### src/hdl/dlms_pkg.sv
// dlms_pkg: shared types, field widths and defaults for the dfa longest-match scanner
// no dependencies; compile first
`default_nettype none

package dlms_pkg;

    // field widths of the item and result transactions
    localparam int OP_W        = 2;
    localparam int STATE_IDX_W = 8;
    localparam int CLASS_IDX_W = 6;
    localparam int VALUE_W     = 9;
    localparam int BYTE_W      = 8;
    localparam int TAG_W       = 8;
    localparam int OUT_OFF_W   = 16;

    // default sizing
    localparam int DEF_NUM_STATES  = 256;
    localparam int DEF_NUM_CLASSES = 64;
    localparam int DEF_OFFSET_BITS = 16;

    typedef enum logic [OP_W-1:0] {
        OP_LOAD_TRANS  = 2'd0,
        OP_LOAD_ACCEPT = 2'd1,
        OP_LOAD_CLASS  = 2'd2,
        OP_SCAN        = 2'd3
    } t_op;

    // one pipeline slot handed to the match tracker
    typedef struct packed {
        logic               valid;
        logic               step;     // a transition into a state was taken
        logic               end_run;  // run closes, a result is due
        logic [VALUE_W-1:0] acc;      // accept entry of the entered state, sign bit = none
    } t_trk_cmd;

endpackage

`default_nettype wire

### src/hdl/dlms_if.sv
// dlms_in_if / dlms_out_if: valid-ready channels of the dfa longest-match scanner
// depends on dlms_pkg for the payload widths
`default_nettype none


interface dlms_out_if;
    logic                              valid;
    logic                              ready;
    logic                              matched;
    logic [dlms_pkg::TAG_W-1:0]        pattern_tag;
    logic [dlms_pkg::OUT_OFF_W-1:0]    match_end_offset;

    modport source (output valid, matched, pattern_tag, match_end_offset, input ready);
    modport sink   (input valid, matched, pattern_tag, match_end_offset, output ready);
endinterface

`default_nettype wire

### src/hdl/dlms_tracker.sv
// dlms_tracker: longest-match record, run offset counter and result output register
// depends on dlms_pkg and dlms_if
`default_nettype none

module dlms_tracker #(
    parameter int OFFSET_BITS = dlms_pkg::DEF_OFFSET_BITS
) (
    input  wire logic               i_clk,
    input  wire logic               i_rst_n,
    input  wire dlms_pkg::t_trk_cmd i_cmd,
    output logic                    o_hold,
    dlms_out_if.source              o_out
);
    import dlms_pkg::*;

    logic                   r_best_vld;
    logic [TAG_W-1:0]       r_best_tag;
    logic [OFFSET_BITS-1:0] r_best_pos;
    logic [OFFSET_BITS-1:0] r_run_pos;
    logic                   r_out_valid;
    logic                   r_matched;
    logic [TAG_W-1:0]       r_tag;
    logic [OUT_OFF_W-1:0]   r_off;

    logic adv;
    logic take;

    // a closing run cannot land while a result is still waiting
    assign o_hold = i_cmd.valid && i_cmd.end_run && r_out_valid && !o_out.ready;
    assign adv    = !o_hold;
    assign take   = adv && i_cmd.valid;

    always_ff @(posedge i_clk) begin
        if (!i_rst_n) begin
            r_best_vld  <= 1'b0;
            r_run_pos   <= '0;
            r_best_pos  <= '0;
            r_out_valid <= 1'b0;
        end else begin
            if (take && i_cmd.end_run) begin
                // a new result replaces the one leaving in the same cycle
                r_out_valid <= 1'b1;
                r_best_vld  <= 1'b0;
                r_run_pos   <= '0;
                r_best_pos  <= '0;
            end else begin
                if (r_out_valid && o_out.ready) begin
                    r_out_valid <= 1'b0;
                end
                if (take && i_cmd.step) begin
                    if (!i_cmd.acc[VALUE_W-1]) begin
                        r_best_vld <= 1'b1;
                        r_best_pos <= r_run_pos;
                    end
                    if (r_run_pos != '1) begin
                        r_run_pos <= r_run_pos + 1'b1;
                    end
                end
            end
        end
    end

    // payload: tag and result fields
    always_ff @(posedge i_clk) begin
        if (take && i_cmd.step && !i_cmd.acc[VALUE_W-1]) begin
            r_best_tag <= i_cmd.acc[TAG_W-1:0];
        end
        if (take && i_cmd.end_run) begin
            r_matched <= r_best_vld;
            r_tag     <= r_best_vld ? r_best_tag : '0;
            r_off     <= r_best_vld ? OUT_OFF_W'(r_best_pos) : '0;
        end
    end

    assign o_out.valid            = r_out_valid;
    assign o_out.matched          = r_matched;
    assign o_out.pattern_tag      = r_tag;
    assign o_out.match_end_offset = r_off;

    a_end_clears: assert property (@(posedge i_clk) disable iff (!i_rst_n)
        (take && i_cmd.end_run) |=> (r_out_valid && !r_best_vld && r_run_pos == '0))
        else $error("run end did not clear the match record");

    a_step_records: assert property (@(posedge i_clk) disable iff (!i_rst_n)
        (take && i_cmd.step && !i_cmd.acc[VALUE_W-1] && !i_cmd.end_run)
        |=> (r_best_vld && r_best_tag == $past(i_cmd.acc[TAG_W-1:0])))
        else $error("accepting step not recorded");

    a_nomatch_zero: assert property (@(posedge i_clk) disable iff (!i_rst_n)
        (r_out_valid && !r_matched) |-> (r_tag == '0 && r_off == '0))
        else $error("unmatched result carries tag or offset");

endmodule

`default_nettype wire

### src/flat_wrapper.sv
// flat-port wrapper written by rule: the top's interface ports become plain ports
module dlms_tracker_flat import dlms_pkg::*;
#(
    parameter int OFFSET_BITS = dlms_pkg::DEF_OFFSET_BITS
)
  (i_clk, i_rst_n, i_cmd, o_hold, o_out_valid, o_out_matched, o_out_pattern_tag, o_out_match_end_offset, o_out_ready);
  dlms_out_if o_out_i ();
  input  wire logic i_clk;
  input  wire logic i_rst_n;
  input  wire dlms_pkg::t_trk_cmd i_cmd;
  output logic o_hold;
  output wire logic [$bits(o_out_i.valid)-1:0] o_out_valid;
  output wire logic [$bits(o_out_i.matched)-1:0] o_out_matched;
  output wire logic [$bits(o_out_i.pattern_tag)-1:0] o_out_pattern_tag;
  output wire logic [$bits(o_out_i.match_end_offset)-1:0] o_out_match_end_offset;
  input wire logic [$bits(o_out_i.ready)-1:0] o_out_ready;
  assign o_out_valid = o_out_i.valid;
  assign o_out_matched = o_out_i.matched;
  assign o_out_pattern_tag = o_out_i.pattern_tag;
  assign o_out_match_end_offset = o_out_i.match_end_offset;
  assign o_out_i.ready = o_out_ready;
  dlms_tracker #(.OFFSET_BITS(OFFSET_BITS)) u_core (.i_clk(i_clk), .i_rst_n(i_rst_n), .i_cmd(i_cmd), .o_hold(o_hold), .o_out(o_out_i));
endmodule
### config.mk
export PLATFORM = sky130hd
export DESIGN_NAME = dlms_tracker_flat
export DESIGN_NICKNAME = d
export VERILOG_FILES = /design/src/hdl/dlms_pkg.sv /design/src/hdl/dlms_if.sv /design/src/hdl/dlms_tracker.sv /design/src/flat_wrapper.sv
export SDC_FILE = /design/constraint.sdc
export NUM_CORES = 1
export LEC_CHECK = 0
export ABC_AREA = 1
export BUFFER_PORTS_ARGS = -buffer_cell sky130_fd_sc_hd__buf_2
export CORE_MARGIN = 10
export CORE_UTILIZATION = 50
export CTS_BUF_LIST = sky130_fd_sc_hd__clkbuf_2
export DETAILED_ROUTE_END_ITERATION = 7
export GPL_ROUTABILITY_DRIVEN = 0
export PLACE_DENSITY_LB_ADDON = 0.2
export SLEW_MARGIN = 20
export SYNTH_ARGS = -nofsm -noshare
export SYNTH_HDL_FRONTEND = slang
export SYNTH_SLANG_ARGS = --single-unit
### constraint.sdc
create_clock -name i_clk -period 2.3 [get_ports i_clk]
set_clock_uncertainty 0.1 [all_clocks]
set_input_delay 0.23 -clock i_clk [delete_from_list [all_inputs] [get_ports i_clk]]
set_output_delay 0.23 -clock i_clk [all_outputs]
set_load 0.1 [all_outputs]
======== Yosys cells after proc, flatten, opt, wreduce, memory -nomap -nowiden ========
Index checks and enable logic that the tools add are counted.
cells by class
  $add $sub $neg .......................... 1
  $mul .................................... 0
  div/mod/pow operators ................... 0
  magnitude comparators ................... 0
  eq/ne operators ......................... 1
  shift-type cells ........................ 0
  mux-type cells .......................... 2
  bitwise gates (word level) .............. 2
  reduce and logical (&&, ||, !) cells .... 15
operator list
  cell                   number
  $add 16x1->16 const B  1
  $ne 16x16->1 const B   1
  $logic_and 1x1->1      8
  $reduce_and 2->1       2
  $logic_not 1->1        3
  $mux 1                 2
  $not 1->1              2
  $reduce_bool 2->1      1
  $reduce_or 2->1        1
storage, ports and cells
  register bits ........................... 67
  bits in latches ......................... 0
  bits in writable memories ............... 0
  bits in read-only memories .............. 0
  input port bits ......................... 15
  output and inout bits ................... 27
  logic and storage cells ................. 29
  memories ................................ 0

======== Longest topological paths before layout ========
Gate-level depths: netlist (run 1).
  depth in word-level cells ............... 7
  gate-level depth with buffers ........... 9
  mapped depth without buffers ............ 9

======== Worst setup path before layout (run 1) ========
OpenSTA, ideal clock, no wires.
  path type ............................... register -> register
  from .................................... reg u_core.r_out_valid, in the netlist u_core.o_out.valid
  to ...................................... reg u_core.r_off[0], in the netlist u_core.o_out.match_end_offset[0], enable pin
  library setup time ...................... 0.407 ns
  data arrival time ....................... 2.137 ns
  required time ........................... 1.793 ns
  path slack .............................. -0.344 ns
  stages on the path, launching flop included .. 4
  path buffers ............................ 0
  period minus slack after synthesis ...... 2.644 ns
  cell sequence ........................... dfxtp_1 > nand2_2 > inv_1 > nor2_1
on the way
  cells in the longest elaborated chain, start to end .. 5
RTL lines
  item                             line                RTL
  start, declared                  dlms_tracker.sv:20  logic r_out_valid;
  start signal, assigned           dlms_tracker.sv:38  r_out_valid <= 1'b0;
  start signal, assigned           dlms_tracker.sv:42  r_out_valid <= 1'b1;
  start signal, assigned           dlms_tracker.sv:48  r_out_valid <= 1'b0;
  $logic_and 1x1->1 (2 in series)  dlms_tracker.sv:29  assign o_hold = i_cmd.valid && i_cmd.end_run && r_out_valid && !o_out.ready;
  $logic_not 1->1                  dlms_tracker.sv:30  assign adv = !o_hold;
  $logic_and 1x1->1                dlms_tracker.sv:31  assign take = adv && i_cmd.valid;
  $logic_and 1x1->1                dlms_tracker.sv:68  if (take && i_cmd.end_run) begin
  end signal, assigned             dlms_tracker.sv:71  r_off <= r_best_vld ? OUT_OFF_W'(r_best_pos) : '0;
  end, declared                    dlms_tracker.sv:23  logic [OUT_OFF_W-1:0] r_off;
Every way passes these cells.
A chain may end at the register's enable or synchronous reset.

======== Worst setup path after layout (run 1) ========
  from .................................... reg u_core.r_out_valid, in the netlist u_core.o_out.valid
  to ...................................... out o_hold
on the way
  cells in the longest elaborated chain, start to end .. 2
RTL lines
  item                             line                RTL
  $logic_and 1x1->1 (2 in series)  dlms_tracker.sv:29
  end, declared                    flat_wrapper.sv:11  output logic o_hold;
Every way passes these cells.

==> results of run 1 <==
==> per-layer routing <==
layer	track usage [%]	vias to the layer above	routed length, µm
met2	20.3	45	2800
li1	-	1174	-
met3	3.62	13	336
met1	14.4	998	2550
met5	0	-	0
met4	6.54	0	129
==> power groups by stage <==
| stage | clock network, mW | logic (mW) | registers, mW |
|---|---|---|---|
| 4_1_cts | 0.800 | 0.298 | 1.33 |
| 6_report | 0.785 | 0.296 | 1.33 |
| 3_3_place_gp | 0 | 0.280 | 1.35 |
| 5_1_grt | 0.848 | 0.322 | 1.33 |
| 3_5_place_dp | 0 | 0.284 | 1.35 |
| 2_1_floorplan | 0 | 0.131 | 1.45 |
==> how the worst min path moves through the flow <==
| stage | startpoint | to | slack [ps] | cells after the start |
|---|---|---|---|---|
| floorplan | i_cmd[0] | u_core.r_best_tag[0] | 230 | 0 |
| global placement | i_cmd[6] | u_core.r_best_tag[6] | 310 | 1 |
| detailed placement | i_cmd[2] | u_core.r_best_tag[2] | 310 | 1 |
| CTS | i_cmd[8] | u_core.r_best_pos[4] | 130 | 5 |
| global route | i_cmd[8] | u_core.r_best_pos[4] | 150 | 5 |
| finish | i_cmd[8] | u_core.r_best_pos[14] | 150 | 5 |
==> logic make-up after synthesis <==
kind of cell	Yosys count
and+or+nand+nor	186
buffers and inverters	54
adders and majority gates	1
AOI/OAI and AO/OA	24
xor gates and xnor gates	6
DFF	67
==> flip-flops by register name, indices dropped and copies added, names as in the netlist <==
name / cells
u_core.o_out.valid: 1
u_core.o_out.pattern_tag: 8
u_core.r_best_pos: 16
u_core.r_best_tag: 8
u_core.o_out.match_end_offset: 16
u_core.r_run_pos: 16
u_core.r_best_vld: 1
u_core.o_out.matched: 1
==> worst reg2reg max path, delay by kind of cell, from the launching register on <==
kind | cells | cell delay, ps
flip-flops | 1 | 450
buffers and inverters | 1 | 100
AO/OA/AOI/OAI | 1 | 470
AND/OR/NAND/NOR | 4 | 390
adder cells (fa/ha/maj) | 1 | 230
==> synthesized netlist by cell type, drive strengths merged <==
cell    number  area share (%)
a21boi       1            0.25
a21oi       16             2.7
buf          7             2.2
clkbuf       3            0.38
clkinv       1            0.13
dfxtp       34              23
edfxtp      33              33
ha           1            0.42
inv         43             5.6
nand2      111              15
nand3       19             3.5
nand3b       4             1.0
nand4        2            0.42
nor2        50             7.8
o21a         1            0.25
o21ai        5             1.4
o21bai       1            0.25
xor2         6             1.8
==> area by class of cell <==
class	instances	share of cell area [%]
flip-flops and latches	67	48.6
multi-input cells	217	30.3
repair buffers	54	9.52
inverters	44	4.94
clock inverters	7	2.69
well taps	72	2.62
clock buffers	9	1.31
==> placed cells by master (no fill, tap or decap), types with 2 or more instances in the layout <==
| master | Yosys | final |
|---|---|---|
| nand2_1 | 101 | 101 |
| nor2_1 | 46 | 45 |
| inv_1 | 41 | 41 |
| buf_2 | 2 | 41 |
| edfxtp_1 | 33 | 33 |
| dfxtp_1 | 34 | 33 |
| nand3_1 | 17 | 17 |
| a21oi_1 | 16 | 16 |
| dlygate4sd3_1 | 0 | 10 |
| clkbuf_2 | 0 | 9 |
| nand2_2 | 7 | 7 |
| xor2_1 | 6 | 6 |
| nand3b_1 | 4 | 4 |
| nand2_4 | 3 | 3 |
| clkinv_1 | 1 | 3 |
| o21ai_0 | 3 | 3 |
| buf_4 | 0 | 3 |
| nor2_2 | 1 | 2 |
| nor2_8 | 2 | 2 |
| nand3_2 | 2 | 2 |
| nand4_1 | 2 | 2 |
| clkinv_4 | 0 | 2 |
| bufinv_16 | 0 | 2 |
==> impl_metrics.yaml, run 1 <==
power_and_ir_drop:
  switching_power_uw: 682
  pwr_density_cell_nw_per_um2: 699
  internal_power_mw: 1.73
  pwr-share-clk_pct: 32.6
  leakage_nw: 1.61
  comb_power_share_pct: 12.3
  seqPwrFrac_pct: 55.1
  vdd_drop_max_v: 0.000374
  total_power_mw: 2.41
  switching_share_pct: 28.3
logic_synthesis:
  synthCells: 338
  ys_ff_latch: 67
  yosys.area_share.simple_pct: 28.2
  synthMuxAreaShare_pct: 0
  yosysUniqueCellTypes: 29
  synth-xor-area-share_pct: 1.77
  yosys_warnings: 0
  synth_top_family_by_area: "simple AND/OR/NAND/NOR gates"
  synth-adder-area-share_pct: 0.422
  avgSynthCellArea_um2: 8.76
  yosysSeqAreaShare_pct: 56.4
  netlist_area_um2: 2960
  synth_nets: 354
  synth-compound-area-share_pct: 4.82
timing:
  slew_headroom_pct: 63.2
  fmax_mhz: 535
  setup_tns_ps: 0
  setup_viol: 0
  rsz0062_at_grt: "no"
  fin_crit_sh_pct: 81.2
  worstMarginPinSlew_ps: 551
  slew_viol_final: 0
  min_period_ps: 1870
  hold_viol_final: 0
  setup_slack_ps: 431
  finalHoldWorstSlack_ps: 151
floorplan:
  die-width_um: 97.0
  initial_core_util_pct: 52.5
  die-area_um2: 9400
  io_pins: 42
  coreArea_um2: 5640
  num_rows: 27
  die_h_um: 97.0
clock_network:
  cts_tree: "built"
  post_cts_buffers: 0
  cts_resized: 0
  cts-root-buf: "clkbuf_2"
  cts_buffers: 9
  htreeDepth: 3
  clockBufferDepth: 2
  insertion_delay_ps: 490
  clkTransAtPathRegs_ps: 200
  ctsHoldBuffers: 10
  cts_sinks: 67
worst_setup_path:
  worstSetupStartpoint: "u_core.o_out.valid"
  crit_arrival_ps: 1540
  crit_chain: "nand2_2, nor2_8, buf_2"
  critical_path_buf_inv_count: 1
  rr_startpoint: "u_core.r_run_pos[0]"
  path_depth: 3
  reg2reg_depth: 7
  cpPeakStageDelay_ps: 440
  worst_path_max_delay_cell: "buf_2"
  crit_fanout: 4
  r2r-end: "u_core.r_run_pos[14]"
  reg2reg_slack_ps: 500
  endpoint: "o_hold"
  end_kind: "output port"
  cp.required_ps: 1970
  startpoint_type: "flop"
  crit_type: "reg -> out"
  critPathTopFamily: "buffers and inverters"
placed_design:
  port_buffers: 41
  place_area_um2: 3210
  pre_cts_ws_ps: 531
  dpl.hpwl_um: 4030
  dp.cells: 444
routing:
  drtIter0Drc: 124
  vias_per_cell: 4.74
  drtAntennaViolNets: 0
  first_pass_iters: 4
  routedWlPerCell_um: 12.4
  dr_total_vias: 2230
  drc: 0
  wirelength_um: 5820
cells_and_area:
  fin_nets: 409
  utilization_pct: 61.0
  multi_input_area_um2: 1040
  seq_area_um2: 1670
  finalInstanceArea_um2: 3440
  syn_to_final_growth_pct: 16.3
  finalNonFillerCells: 470
  n_antenna_cell: 0
  nFillCells: 485
  drive_above_1_share_pct: 20.1
global_route:
  grt_pass1_vias: 2109
  grt_first_pass_wirelength_um: 9860
  grt_use_total_pct: 12.5
  antenna_found_initial: 0
  grt_start_max_net_pins: 26
  grt_overflow: 0
run_status:
  status: "finished clean"
min_path:
  min_path_type: "in -> reg"
job:
  drv_cap: 0
Power figures use the tool's default switching activity.
==> run 2: changes to the inputs <==
--- a/config.mk
+++ b/config.mk
@@ -5,7 +5,7 @@
 export SDC_FILE = /design/constraint.sdc
 export NUM_CORES = 1
 export LEC_CHECK = 0
-export ABC_AREA = 1
+export ABC_AREA = 0
 export BUFFER_PORTS_ARGS = -buffer_cell sky130_fd_sc_hd__buf_2
 export CORE_MARGIN = 10
 export CORE_UTILIZATION = 50
==> constraint.sdc (replaced) <==
create_clock -name i_clk -period 1.6 [get_ports i_clk]
set_clock_uncertainty 0.1 [all_clocks]
set_input_delay 0.16 -clock i_clk [delete_from_list [all_inputs] [get_ports i_clk]]
set_output_delay 0.16 -clock i_clk [all_outputs]
set_load 0.1 [all_outputs]
==> impl_metrics.yaml, run 2 <==
run_status:
  status: "finished, violations left"
  violations: "setup timing"
logic_synthesis:
  synth_top_area_share_pct: 35.9
  ys_ff_latch: 67
  synth_ff_type: "dfxtp_1"
  synth-adder-area-share_pct: 0.453
  yosysTopAreaCell: "edfxtp_1"
  netlist_area_um2: 2760
  synth_nets: 247
  synthCells: 231
  synth_top_family_by_area: "simple AND/OR/NAND/NOR gates"
  yosysSeqAreaShare_pct: 60.5
  async_flop_share_pct: 0
  yosys_warnings: 0
  synth-compound-area-share_pct: 6.97
  synthMuxAreaShare_pct: 6.70
  synth_area_leaders: "edfxtp_1, dfxtp_1, mux2i_1, and2_1, nor2_1"
  synth_common_cells: "dfxtp_1, edfxtp_1, and2_1"
  synth-xor-area-share_pct: 0
  synth-edff-count: 33
  yosysUniqueCellTypes: 41
  yosys.area_share.simple_pct: 22.1
  avgSynthCellArea_um2: 12.0
  synth_most_common_cell: "dfxtp_1"
floorplan:
  num_rows: 27
  die_h_um: 94.3
  coreArea_um2: 5440
  die-area_um2: 8900
  initial_core_util_pct: 50.8
  io_pins: 42
  die-width_um: 94.3
worst_setup_path:
  cpPeakStageDelay_ps: 480
  reg2reg_depth: 6
  worstSetupStartpoint: "u_core.r_run_pos[1]"
  critical_path_buf_inv_count: 1
  rr_startpoint: "u_core.r_run_pos[1]"
  cp.required_ps: 1960
  crit_type: "reg -> reg"
  worst_path_max_delay_cell: "or4_4"
  crit_chain: "ha_4, and4_4, nor4b_4, buf_4, or4_4, a21oi_2"
  end_kind: "flop"
  r2r-end: "u_core.r_run_pos[4]"
  startpoint_type: "flop"
  crit_arrival_ps: 2150
  crit_fanout: 6
  critPathTopFamily: "simple AND/OR/NAND/NOR gates"
  reg2reg_slack_ps: -190
clock_network:
  cts_tree: "built"
  cts_buffers: 9
  clkTransAtPathRegs_ps: 190
  clockBufferDepth: 2
  cts_sinks: 67
  insertion_delay_ps: 510
  cts-root-buf: "clkbuf_2"
  htreeDepth: 3
cells_and_area:
  layout_commonest_cell: "buf_4"
  syn_to_final_growth_pct: 40.7
  drive_above_1_share_pct: 44.0
  layout_common_cells: "buf_4, edfxtp_1, dfxtp_1, and2_1"
  nFillCells: 385
  finalInstanceArea_um2: 3890
  fin_nets: 354
  n_antenna_cell: 0
timing:
  setup_slack_ps: -191
  fin_crit_sh_pct: 112
  slew_headroom_pct: 55.3
  slew_viol_final: 0
  hold_viol_final: 0
  setup_tns_ps: -1550
  rsz0062_at_grt: "yes"
  worstMarginPinSlew_ps: 669
  fmax_mhz: 558
  setup_viol: 14
  finalHoldWorstSlack_ps: 78.8
  min_period_ps: 1790
placed_design:
  port_buffers: 41
  pre_cts_ws_ps: -145
  place_area_um2: 3460
  dpl.hpwl_um: 4320
power_and_ir_drop:
  vdd_drop_max_v: 0.000562
  leakage_nw: 1.51
  pwr_density_cell_nw_per_um2: 836
routing:
  dr_total_vias: 2183
  drtAntennaViolNets: 0
  routedWlPerCell_um: 15.7
  vias_per_cell: 5.26
  wirelength_um: 6510
  drtIter0Drc: 103
  drc: 0
  first_pass_iters: 6
global_route:
  grt_overflow: 0
  grt_start_max_net_pins: 27
  antenna_found_initial: 0
  grt_use_total_pct: 14.4
  grt_first_pass_wirelength_um: 10000
  grt_pass1_vias: 2115
min_path:
  hold_depth: 5
  holdPathEnd: "u_core.r_run_pos[1]"
  min_from: "i_cmd[10]"
  min_path_type: "in -> reg"
job:
  drv_cap: 0
==> run 2: cell count changes after synthesis, moves of 4 or more <==
| cell | change |
|---|---|
| xor2_1 | -6 |
| nand3_1 | -12 |
| nand2_1 | -95 |
| o31ai_1 | +9 |
| nor2_1 | -23 |
| nand2_2 | -6 |
| inv_1 | -39 |
| nor3_1 | +4 |
| or4_1 | +9 |
| and2_1 | +27 |
| mux2i_1 | +17 |
==> run 2: per-layer routing <==
metal  track usage, %  up-vias  wire length (µm)
met5                0        -                 0
met4             7.85        0               119
met3             4.68       13               363
met2             23.5       53              3320
met1             16.5     1044              2710
li1                 -     1073                 -
==> run 2: timing repair <==
action / in CTS / in global routing
setup endpoints to repair: 18 / 32
setup buffers: 2 / 0
gates cloned: 0 / 1
hold buffers: 12 / 0
pin swaps: 5 / 3
endpoints found under the hold margin: 19 / 0
gates resized for setup: 13 / 35
==> run 2: cell type report <==
type                       instances  area, µm²  share of cell area, %
inverter                           2       7.51                  0.193
sequential                        67       1680                   43.3
clock buffer                      10       50.0                   1.29
tap                               72       90.1                   2.32
clock inverter                     6       65.1                   1.67
timing repair buffer             107        865                   22.2
multi-input combinational        151       1130                   29.0
==> run 2: how the worst max path moves through the flow <==
| stage | end | cells after the start |
|---|---|---|
| floorplan | u_core.r_run_pos[10] | 6 |
| global placement | u_core.r_run_pos[4] | 6 |
| finish | u_core.r_run_pos[4] | 6 |
| detailed placement | u_core.r_run_pos[10] | 6 |
| global route | u_core.r_run_pos[10] | 6 |
| CTS | u_core.r_run_pos[10] | 6 |
==> run 2: report_power, final <==
part | internal, mW | switching (mW) | total [mW]
clock network | 0.370 | 0.627 | 0.997
registers | 1.83 | 0.0150 | 1.85
logic | 0.120 | 0.285 | 0.405
==> run 2: cells by family (layout without fill, tap and decap cells) <==
family / after synthesis / count (layout)
fa+ha+maj: 1 / 1
mux: 18 / 18
simple gates: 100 / 100
buf+inv: 13 / 125
flops: 67 / 67
compound gates: 32 / 32
==> run 2: worst reg2reg max path, delay by kind of cell (launching register included) <==
family / cells / cell delay [ps]
adder cells (fa/ha/maj): 1 / 150
AO/OA/AOI/OAI: 1 / 140
flip-flops: 1 / 380
AND/OR/NAND/NOR: 3 / 810
buffers and inverters: 1 / 170
==> run 2: per-stage QoR <==
step	power, mW	utilization [%]	std cells
after floorplan	2.15	-	231
after global placement	2.23	63.6	384
after detailed placement	2.24	63.6	384
after CTS	3.24	69.0	414
after global routing	3.37	71.5	415
final	3.25	71.5	415
==> run 3: changes to the inputs <==
--- a/config.mk
+++ b/config.mk
@@ -5,13 +5,14 @@
 export SDC_FILE = /design/constraint.sdc
 export NUM_CORES = 1
 export LEC_CHECK = 0
-export ABC_AREA = 0
+export ABC_AREA = 1
 export BUFFER_PORTS_ARGS = -buffer_cell sky130_fd_sc_hd__buf_2
 export CORE_MARGIN = 10
 export CORE_UTILIZATION = 50
 export CTS_BUF_LIST = sky130_fd_sc_hd__clkbuf_2
 export DETAILED_ROUTE_END_ITERATION = 7
 export GPL_ROUTABILITY_DRIVEN = 0
+export MAX_ROUTING_LAYER = met4
 export PLACE_DENSITY_LB_ADDON = 0.2
 export SLEW_MARGIN = 20
 export SYNTH_ARGS = -nofsm -noshare
==> impl_metrics.yaml, run 3 (synthesized netlist as in run 1, its figures left out) <==
floorplan:
  io_pins: 42
  num_rows: 27
  coreArea_um2: 5640
  die_h_um: 97.0
  initial_core_util_pct: 52.5
  die-area_um2: 9400
  die-width_um: 97.0
power_and_ir_drop:
  vdd_drop_max_v: 0.000477
  total_power_mw: 3.22
  pwr_density_cell_nw_per_um2: 886
  leakage_nw: 1.70
timing:
  hold_viol_final: 0
  slew_headroom_pct: 67.3
  setup_viol: 0
  finalHoldWorstSlack_ps: 87.2
  min_period_ps: 1530
  fin_crit_sh_pct: 95.8
  setup_slack_ps: 67.6
  rsz0062_at_grt: "yes"
  slew_viol_final: 0
  worstMarginPinSlew_ps: 494
  fmax_mhz: 653
min_path:
  min_from: "i_cmd[10]"
  holdPathEnd: "u_core.r_run_pos[8]"
  min_path_type: "in -> reg"
  hold_depth: 7
cells_and_area:
  multi_input_area_um2: 1080
  seq_area_um2: 1680
  fin_nets: 427
  syn_to_final_growth_pct: 22.8
  layout_common_cells: "nand2_1, nor2_1, inv_1, edfxtp_1, dfxtp_1"
  n_antenna_cell: 0
  finalInstanceArea_um2: 3640
  layout_commonest_cell: "nand2_1"
  drive_above_1_share_pct: 25.0
  nFillCells: 483
routing:
  drtIter0Drc: 123
  dr_total_vias: 2350
  wirelength_um: 6240
  drtAntennaViolNets: 0
  vias_per_cell: 4.82
  drc: 0
  first_pass_iters: 4
  routedWlPerCell_um: 12.8
clock_network:
  insertion_delay_ps: 490
  clockBufferDepth: 2
  cts_buffers: 9
  cts_sinks: 67
  clkTransAtPathRegs_ps: 200
  htreeDepth: 3
  cts_tree: "built"
  cts-root-buf: "clkbuf_2"
global_route:
  grt_use_total_pct: 13.9
  grt_overflow: 0
  antenna_found_initial: 0
  grt_start_max_net_pins: 26
  grt_first_pass_wirelength_um: 10600
  grt_pass1_vias: 2232
worst_setup_path:
  end_kind: "output port"
  crit_type: "reg -> out"
  reg2reg_slack_ps: 90
  rr_startpoint: "u_core.r_run_pos[0]"
  startpoint_type: "flop"
  crit_arrival_ps: 1270
  cp.required_ps: 1340
  reg2reg_depth: 8
  r2r-end: "u_core.r_run_pos[5]"
  crit_fanout: 3
placed_design:
  place_area_um2: 3360
  dpl.hpwl_um: 4360
  pre_cts_ws_ps: -19.9
  port_buffers: 41
run_status:
  status: "finished clean"
job:
  drv_cap: 0
-- run 3: cell count changes in the layout (fill, tap and decap cells not counted), sizes merged, moves of 14 or more --
cell,before,now
nand2,7,112
inv,3,44
buf,79,47
and2,28,0
nor2,23,50
mux2i,17,0
nand3,5,19
-- run 3: final cells by class --
cell class	instances	share of cell area [%]
repair buffers	71	14.6
well taps	72	2.48
multi-input cells	218	29.6
clock buffers	9	1.24
inverters	44	4.68
clock inverters	7	1.20
flip-flops and latches	67	46.2
-- run 3: report_power, final --
part | leakage [nW] | total, mW | switching (mW) | internal (mW)
clock | 0.0578 | 0.828 | 0.630 | 0.198
combinational | 1.04 | 0.496 | 0.342 | 0.155
sequential | 0.600 | 1.90 | 0.0392 | 1.86
-- run 3: critical path, cell delays in order, from the launching register on --
cell	delay, ps
dfxtp_4	400
nand2_4	70
nor2_8	140
buf_12	190
-- run 3: layer usage --
layer  share of wire, %  global-route usage [%]
met5                  0                       -
met4                1.7                    4.96
met3                5.7                    4.47
met2                 50                    22.1
met1                 43                    16.0
-- run 3: timing repair --
item | CTS | global route
hold buffers | 11 | 0
buffers inserted | 0 | 2
gates cloned | 0 | 1
endpoints found under the hold margin | 10 | 0
pin swaps | 0 | 3
gates resized for setup | 1 | 19
endpoints found under the setup margin | 3 | 26
-- run 3: through the flow --
stage / instances / setup TNS, ps / utilization, %
after floorplan: 338 / -4260 / -
after global routing: 488 / -89.5 / 64.4
after global placement: 458 / 0 / 59.6
after CTS: 485 / 0 / 63.2
after detailed placement: 458 / -31.3 / 59.6
final: 488 / 0 / 64.4
-- run 3: worst max-delay path by stage --
| stage | startpoint | to | slack [ps] | cells past startpoint |
|---|---|---|---|---|
| finish | u_core.o_out.valid | o_hold | 70 | 3 |
| global route | u_core.r_run_pos[0] | u_core.r_run_pos[3] | -30 | 9 |
| CTS | u_core.o_out.valid | o_hold | 2 | 3 |
| detailed placement | u_core.r_run_pos[6] | u_core.r_run_pos[0] | -20 | 8 |
| global placement | u_core.r_run_pos[0] | u_core.r_run_pos[3] | 40 | 9 |
| floorplan | u_core.o_out.valid | u_core.r_best_vld | -190 | 7 |
